### src/sv/cdao_pkg.sv
// Package for calendar_date_add_offset: sequencer states, calendar constants
// and the month length lookup. No dependencies.
`timescale 1ns / 1ps
`default_nettype none

package cdao_pkg;

  typedef enum logic [2:0] {
    ST_IDLE,
    ST_DIVM,
    ST_DIVY,
    ST_YEARS,
    ST_MONTHS,
    ST_DONE
  } state_e;

  localparam int unsigned MonthsPerYear = 12;
  localparam int unsigned LeapCycle     = 400;
  localparam int unsigned DaysPerYear   = 365;
  localparam logic [3:0]  MonthJan      = 4'd1;
  localparam logic [3:0]  MonthFeb      = 4'd2;
  localparam logic [3:0]  MonthDec      = 4'd12;

  // Month quotient of (start_month + add_months - 1) / 12 fits in 9 bits,
  // year / 400 in 7 bits; steps are counted from the top bit down.
  localparam logic [3:0]  DivMTopBit    = 4'd8;
  localparam logic [3:0]  DivYTopBit    = 4'd6;

  function automatic logic [4:0] month_len(input logic [3:0] m, input logic leap);
    logic [4:0] len;
    case (m)
      4'd2:                    len = leap ? 5'd29 : 5'd28;
      4'd4, 4'd6, 4'd9, 4'd11: len = 5'd30;
      default:                 len = 5'd31;
    endcase
    return len;
  endfunction

  // Leap test on a year held as its residue mod 400.
  function automatic logic leap_of(input logic [8:0] r);
    return (r[1:0] == 2'd0) && !(r == 9'd100 || r == 9'd200 || r == 9'd300);
  endfunction

endpackage

`default_nettype wire

### src/sv/calendar_date_add_offset.sv
// calendar_date_add_offset: Gregorian start date plus year/month/day offsets.
// Depends on cdao_pkg (states, constants, month length lookup).
//
// Usage:
//   Input channel (in_valid_i / in_ready_o) carries one item: start date and
//   nonnegative offsets. Output channel (out_valid_o / out_ready_i) returns
//   the resulting date, one result per item.
//   The block works on one item at a time; in_ready_o is high only while idle.
//   All arithmetic runs through one 17-bit subtract/compare unit, in steps:
//     load, month carry (restoring divide by 12), year mod 400, then one
//     step per whole year skipped (at most about 180) plus a final check,
//     one step per month advanced (at most 11) plus a final check, and
//     the result is held until taken.
//   The result stays valid and stable while the receiver stalls; no new item
//   is taken until it is accepted.
//   Reset (rst_ni low, asynchronous) returns the sequencer to idle and drops
//   any item in progress.
`timescale 1ns / 1ps
`default_nettype none

module calendar_date_add_offset (
  input  wire logic        clk_i,
  input  wire logic        rst_ni,
  input  wire logic        in_valid_i,
  output logic             in_ready_o,
  input  wire logic [13:0] start_year_i,
  input  wire logic [3:0]  start_month_i,
  input  wire logic [4:0]  start_day_i,
  input  wire logic [13:0] add_years_i,
  input  wire logic [11:0] add_months_i,
  input  wire logic [15:0] add_days_i,
  output logic             out_valid_o,
  input  wire logic        out_ready_i,
  output logic [14:0]      result_year_o,
  output logic [3:0]       result_month_o,
  output logic [4:0]       result_day_o
);

  cdao_pkg::state_e state_q, state_d;
  logic [3:0]  cnt_q, cnt_d;
  logic [15:0] y_q, y_d;   // full-width year; leap is decided on its residue r_q
  logic [3:0]  m_q, m_d;
  logic [16:0] d_q, d_d;
  logic [16:0] w_q, w_d;   // division remainder
  logic [8:0]  r_q, r_d;   // year mod 400

  logic [3:0]  sm_fix;
  logic [4:0]  sd_fix;
  logic [8:0]  r_inc;
  logic        feb_leap;
  logic [16:0] span;
  logic [4:0]  mlen;
  logic [16:0] op_a, op_b;
  logic [17:0] diff;
  logic        no_borrow, gt;

  assign sm_fix = (start_month_i == 4'd0) ? cdao_pkg::MonthJan : start_month_i;
  assign sd_fix = (start_day_i == 5'd0) ? 5'd1 : start_day_i;

  assign r_inc = (r_q == 9'(cdao_pkg::LeapCycle - 1)) ? 9'd0 : r_q + 9'd1;
  // Twelve months from (m, y) cover February of y when m <= Feb, else of y+1.
  assign feb_leap = (m_q <= cdao_pkg::MonthFeb) ? cdao_pkg::leap_of(r_q)
                                                : cdao_pkg::leap_of(r_inc);
  assign span = 17'(cdao_pkg::DaysPerYear) + {16'd0, feb_leap};
  assign mlen = cdao_pkg::month_len(m_q, cdao_pkg::leap_of(r_q));

  // Shared subtract/compare unit.
  always_comb begin
    op_a = '0;
    op_b = '0;
    case (state_q)
      cdao_pkg::ST_DIVM: begin
        op_a = w_q;
        op_b = 17'(cdao_pkg::MonthsPerYear) << cnt_q;
      end
      cdao_pkg::ST_DIVY: begin
        op_a = w_q;
        op_b = 17'(cdao_pkg::LeapCycle) << cnt_q;
      end
      cdao_pkg::ST_YEARS: begin
        op_a = d_q;
        op_b = span;
      end
      cdao_pkg::ST_MONTHS: begin
        op_a = d_q;
        op_b = {12'd0, mlen};
      end
      default: begin
        op_a = '0;
        op_b = '0;
      end
    endcase
  end

  assign diff      = {1'b0, op_a} - {1'b0, op_b};
  assign no_borrow = !diff[17];
  assign gt        = no_borrow && (diff[16:0] != 17'd0);

  always_comb begin
    state_d = state_q;
    cnt_d   = cnt_q;
    y_d     = y_q;
    m_d     = m_q;
    d_d     = d_q;
    w_d     = w_q;
    r_d     = r_q;
    case (state_q)
      cdao_pkg::ST_IDLE: begin
        if (in_valid_i) begin
          y_d     = {2'd0, start_year_i} + {2'd0, add_years_i};
          w_d     = {4'd0, {9'd0, sm_fix} + {1'b0, add_months_i} - 13'd1};
          d_d     = {12'd0, sd_fix} + {1'b0, add_days_i};
          cnt_d   = cdao_pkg::DivMTopBit;
          state_d = cdao_pkg::ST_DIVM;
        end
      end
      cdao_pkg::ST_DIVM: begin
        if (no_borrow) begin
          w_d = diff[16:0];
          y_d = y_q + (16'd1 << cnt_q);
        end
        cnt_d = cnt_q - 4'd1;
        if (cnt_q == 4'd0) begin
          m_d     = w_d[3:0] + 4'd1;
          w_d     = {1'b0, y_d};
          cnt_d   = cdao_pkg::DivYTopBit;
          state_d = cdao_pkg::ST_DIVY;
        end
      end
      cdao_pkg::ST_DIVY: begin
        if (no_borrow) begin
          w_d = diff[16:0];
        end
        cnt_d = cnt_q - 4'd1;
        if (cnt_q == 4'd0) begin
          r_d     = w_d[8:0];
          state_d = cdao_pkg::ST_YEARS;
        end
      end
      cdao_pkg::ST_YEARS: begin
        // Day sum beyond the next twelve months: skip a whole year.
        if (gt) begin
          d_d = diff[16:0];
          y_d = y_q + 16'd1;
          r_d = r_inc;
        end else begin
          state_d = cdao_pkg::ST_MONTHS;
        end
      end
      cdao_pkg::ST_MONTHS: begin
        if (gt) begin
          d_d = diff[16:0];
          if (m_q == cdao_pkg::MonthDec) begin
            m_d = cdao_pkg::MonthJan;
            y_d = y_q + 16'd1;
            r_d = r_inc;
          end else begin
            m_d = m_q + 4'd1;
          end
        end else begin
          state_d = cdao_pkg::ST_DONE;
        end
      end
      cdao_pkg::ST_DONE: begin
        if (out_ready_i) begin
          state_d = cdao_pkg::ST_IDLE;
        end
      end
      default: begin
        state_d = cdao_pkg::ST_IDLE;
      end
    endcase
  end

  always_ff @(posedge clk_i or negedge rst_ni) begin
    if (!rst_ni) begin
      state_q <= cdao_pkg::ST_IDLE;
      cnt_q   <= '0;
    end else begin
      state_q <= state_d;
      cnt_q   <= cnt_d;
    end
  end

  always_ff @(posedge clk_i) begin
    y_q <= y_d;
    m_q <= m_d;
    d_q <= d_d;
    w_q <= w_d;
    r_q <= r_d;
  end

  assign in_ready_o     = (state_q == cdao_pkg::ST_IDLE);
  assign out_valid_o    = (state_q == cdao_pkg::ST_DONE);
  assign result_year_o  = y_q[14:0];
  assign result_month_o = m_q;
  assign result_day_o   = d_q[4:0];

  // Assertions

  a_no_overlap: assert property (@(posedge clk_i) disable iff (!rst_ni)
    !(in_ready_o && out_valid_o))
    else $error("input ready while a result is pending");

  a_day_fits: assert property (@(posedge clk_i) disable iff (!rst_ni)
    out_valid_o |-> (d_q[16:5] == 12'd0 && d_q[4:0] != 5'd0))
    else $error("result day out of range");

  a_month_range: assert property (@(posedge clk_i) disable iff (!rst_ni)
    out_valid_o |-> (m_q >= cdao_pkg::MonthJan && m_q <= cdao_pkg::MonthDec))
    else $error("result month out of range");

  a_residue: assert property (@(posedge clk_i) disable iff (!rst_ni)
    (state_q == cdao_pkg::ST_YEARS || state_q == cdao_pkg::ST_MONTHS)
      |-> (r_q < 9'(cdao_pkg::LeapCycle)))
    else $error("year residue out of range");

  a_day_fits_month: assert property (@(posedge clk_i) disable iff (!rst_ni)
    out_valid_o |-> (d_q[4:0] <= mlen))
    else $error("result day beyond month length");

endmodule

`default_nettype wire
### config.mk
export PLATFORM = sky130hd
export DESIGN_NAME = calendar_date_add_offset
export DESIGN_NICKNAME = d
export VERILOG_FILES = /design/src/sv/cdao_pkg.sv /design/src/sv/calendar_date_add_offset.sv
export SDC_FILE = /design/constraint.sdc
export NUM_CORES = 1
export LEC_CHECK = 0
export BUFFER_PORTS_ARGS = -buffer_cell sky130_fd_sc_hd__buf_2
export CORE_MARGIN = 2
export CORE_UTILIZATION = 43
export CTS_CLUSTER_DIAMETER = 50
export DETAILED_ROUTE_END_ITERATION = 7
export GPL_TIMING_DRIVEN = 0
export PLACE_DENSITY = 0.72
export SLEW_MARGIN = 20
export SYNTH_ARGS = -nofsm -noshare
export SYNTH_HDL_FRONTEND = slang
export SYNTH_SLANG_ARGS = --single-unit
### constraint.sdc
create_clock -name clk_i -period 9.08 [get_ports clk_i]
set_input_delay 1.816 -clock clk_i [delete_from_list [all_inputs] [get_ports clk_i]]
set_output_delay 1.816 -clock clk_i [all_outputs]
set_load 0.03 [all_outputs]
==> flow_metrics.py <==
metrics = {
    "floorplan": {
        "die_w_um": 143,
        "dieArea_mm2": 0.0203,
        "num_io_pins": 95,
        "core-area_mm2": 0.0188,
        "start_util": 0.440,
        "die_h_um": 143,
        "num_rows": 50,
    },
    "timing": {
        "period_share": 0.812,
        "drv_slew": 0,
        "min_period_ns": 7.38,
        "hold_viol": 0,
        "rsz0062_at_grt": "false",
        "slew_headroom": 0.331,
        "max_freq_mhz": 136,
        "fin_setup_tns_ns": 0,
        "fin_skew_ns": 0.00910,
        "worst_slew_pin_slew_ns": 0.990,
        "setup_violations": 0,
    },
    "cts": {
        "htreeDepth": 3,
        "insertion_delay_ns": 0.35,
        "post_cts_buffers": 0,
        "numCtsBuffers": 9,
        "ctsLongestPathBuffers": 2,
        "holdBufCountCts": 0,
        "cts_resized": 0,
        "cts_tree": "built",
        "cts.sinks": 70,
        "clk_pin_slew_ns": 0.06,
        "root_buffer": "clkbuf_16",
    },
    "placement": {
        "gp_congestion": 0.999,
        "numPortBuffers": 94,
        "dp_hpwl_um": 19600,
    },
    "logic_synthesis": {
        "netlist_instances": 1014,
        "ys_ff_latch": 70,
        "synth_ff_type": "edfxtp_1",
        "seq_area_frac_synth": 0.250,
        "syn_area_mm2": 0.00827,
        "synth-edff-count": 63,
        "synthesis.nets": 1171,
        "yosysWarnings": 0,
        "synth_cell_types": 71,
        "avgSynthCellArea_um2": 8.15,
        "async_flop_share": 0.100,
    },
    "finish": {
        "syn_to_final_growth_pct": 13.2,
        "n_fill_cell": 1840,
        "antennaDiodeCount": 0,
        "fin_nets": 1278,
        "drive_gt1_frac": 0.134,
    },
    "detailed_routing": {
        "drt-pass1-iter-count": 5,
        "finalWirelength_um": 24900,
        "via_per_inst": 5.91,
        "initialDrtViolationCount": 723,
        "drtAntennaViolNets": 0,
        "drc": 0,
        "wire_per_inst_um": 18.3,
        "vias": 8037,
    },
    "critical_path": {
        "crit_fanout": 10,
        "path_cells": "clkbuf_1 > nor2_1 > nand2_1 > nand2_1 > buf_1 > clkbuf_1 > a22o_1 > ha_1 > nor2b_1 > o2111ai_2 > nand3_1 > a221o_1 > o21ai_0 > a311oi_1 > buf_2 > clkbuf_1 > nand2_1 > o31ai_2",
        "start_kind": "register",
        "r2r_setup_slack_ns": 1.70,
        "crit_path_top_delay_cell": "buf_1",
        "crit_required_ns": 9.06,
        "cpLargestDelayFamily": "buffers and inverters",
        "critPathArrivalTime_ns": 7.35,
        "worstSetupPathType": "register to register",
        "cp-end-kind": "register",
        "path_buf_inv": 5,
        "slowest_delay_ns": 0.77,
    },
    "worst_hold_path": {
        "hold_class": "register to register",
    },
    "grt": {
        "grt_pass1_wl_um": 39400,
        "grt_usage": 0.247,
        "gr-total-overflow": 0,
        "grt_max_degree": 21,
        "antenna_found_initial": 0,
        "grt_pass1_vias": 7579,
    },
    "job": {
        "cap_violations": 0,
    },
    "outcome": {
        "outcome": "finished, final reports clean",
    },
}
[through the flow]
stage	utilization	cells	setup WS [ns]	cell area, um^2	hold slack (ns)
after floorplan	-	1014	2.79	8270	0.575
after global placement	0.481	1342	0.757	9030	0.625
after detailed placement	0.483	1344	1.87	9070	0.615
after CTS	0.498	1359	1.85	9350	0.625
after global routing	0.498	1359	1.26	9350	0.645
final	0.498	1359	1.70	9350	0.628
[synth_stat cells, types with 4 or more instances]
| master | instances | area (um^2) |
|---|---|---|
| edfxtp_1 | 63 | 1890 |
| clkbuf_1 | 39 | 146 |
| o21a_1 | 6 | 45.0 |
| a21oi_1 | 59 | 295 |
| nor2b_1 | 14 | 87.6 |
| a22o_1 | 17 | 149 |
| a211oi_1 | 12 | 90.1 |
| nor3b_1 | 4 | 30.0 |
| o211ai_1 | 5 | 37.5 |
| fa_1 | 5 | 100 |
| nand3b_1 | 4 | 30.0 |
| ha_1 | 83 | 1040 |
| buf_4 | 20 | 150 |
| nor3_1 | 27 | 135 |
| mux2_2 | 5 | 56.3 |
| a221oi_1 | 4 | 35.0 |
| and2_1 | 17 | 106 |
| a21o_1 | 23 | 173 |
| nor2_1 | 78 | 293 |
| nand4_1 | 5 | 31.3 |
| nand2b_1 | 8 | 50.1 |
| nor4_1 | 5 | 31.3 |
| xor2_1 | 36 | 315 |
| o31ai_1 | 6 | 45.0 |
| o21ai_0 | 82 | 410 |
| xnor2_1 | 42 | 368 |
| and3_1 | 14 | 87.6 |
| nand3_1 | 32 | 160 |
| inv_1 | 61 | 229 |
| dfrtp_1 | 7 | 175 |
| o22ai_1 | 9 | 56.3 |
| o41ai_1 | 4 | 35.0 |
| mux2i_1 | 15 | 150 |
| nand2_1 | 97 | 364 |
| o21bai_1 | 5 | 37.5 |
| o221ai_1 | 15 | 131 |
| a31oi_1 | 11 | 68.8 |
| or3_1 | 8 | 50.1 |
| a22oi_1 | 14 | 105 |
[cells in the final DEF, fill, tap and decap left out, types with 6 or more instances in the layout]
cell	n
and2_1	17
nor2_1	78
nand3_1	32
clkbuf_16	9
a21o_1	23
a31oi_1	11
xnor2_1	42
edfxtp_1	63
o21a_1	6
a21oi_1	59
nand2b_1	8
nor3_1	27
o22ai_1	9
xor2_1	36
and3_1	14
a211oi_1	12
inv_1	61
nand2_1	97
buf_2	96
a22oi_1	14
o21ai_0	81
nor2b_1	14
clkbuf_1	40
or3_1	8
a22o_1	17
ha_1	83
dfrtp_1	7
buf_4	20
mux2i_1	15
o221ai_1	15
[path summary, 6_finish.rpt]
check / from / endpoint / cells after the start
max: state_q[0]$_DFFE_PN0P_ / r_q[6]$_DFFE_PP_ / 18
min: w_q[16]$_DFFE_PP_ / w_q[16]$_DFFE_PP_ / 2
max reg2reg: state_q[0]$_DFFE_PN0P_ / r_q[6]$_DFFE_PP_ / 18
min reg2reg: w_q[16]$_DFFE_PP_ / w_q[16]$_DFFE_PP_ / 2
max in group asynchronous: rst_ni / cnt_q[1]$_DFFE_PN0P_ / 1
min in group asynchronous: rst_ni / state_q[2]$_DFFE_PN0P_ / 1
[area by class of cell]
class                   instances  area (um^2)  share of cell area
clock inverters                 5         51.3             0.00548
well taps                     234          293              0.0313
repair buffers                 96          493              0.0527
flip-flops and latches         70         2070               0.221
multi-input cells             819         5670               0.607
inverters                      61          229              0.0245
clock buffers                  10          229              0.0245
plain buffers                  64          318              0.0340
[registers in the layout, summed over array words and instances (netlist names)]
signal / cells
cnt_q: 4
result_month_o: 4
d_q: 17
state_q: 3
r_q: 9
y_q: 16
w_q: 17
[metal layers]
metal | vias to the layer above | share of wire | track usage | wire, um
met5 | - | 0 | 0 | 0
met4 | 0 | 0.031 | 0.100 | 782
met1 | 3759 | 0.46 | 0.348 | 11400
li1 | 3929 | - | - | -
met2 | 300 | 0.45 | 0.391 | 11100
met3 | 49 | 0.062 | 0.0245 | 1540
[tightest hold or removal path, cell delays in order (launching register included)]
cell and delay (ns):
edfxtp_1 0.35, nand2_1 0.05, a21oi_1 0.11
[kinds of logic (layout without fill, tap and decap cells)]
logic type,Yosys count,count (layout),synth area share
and+or+nand+nor,327,327,0.191
muxes,22,22,0.0286
adders and majority gates,88,88,0.138
buffers and inverters,125,236,0.0662
DFF,70,70,0.250
xor gates and xnor gates,78,78,0.0827
AOI/OAI and AO/OA,304,304,0.244
Power is not shown: default switching activity piles up to over one toggle a cycle in this logic, so the estimate is an artifact.
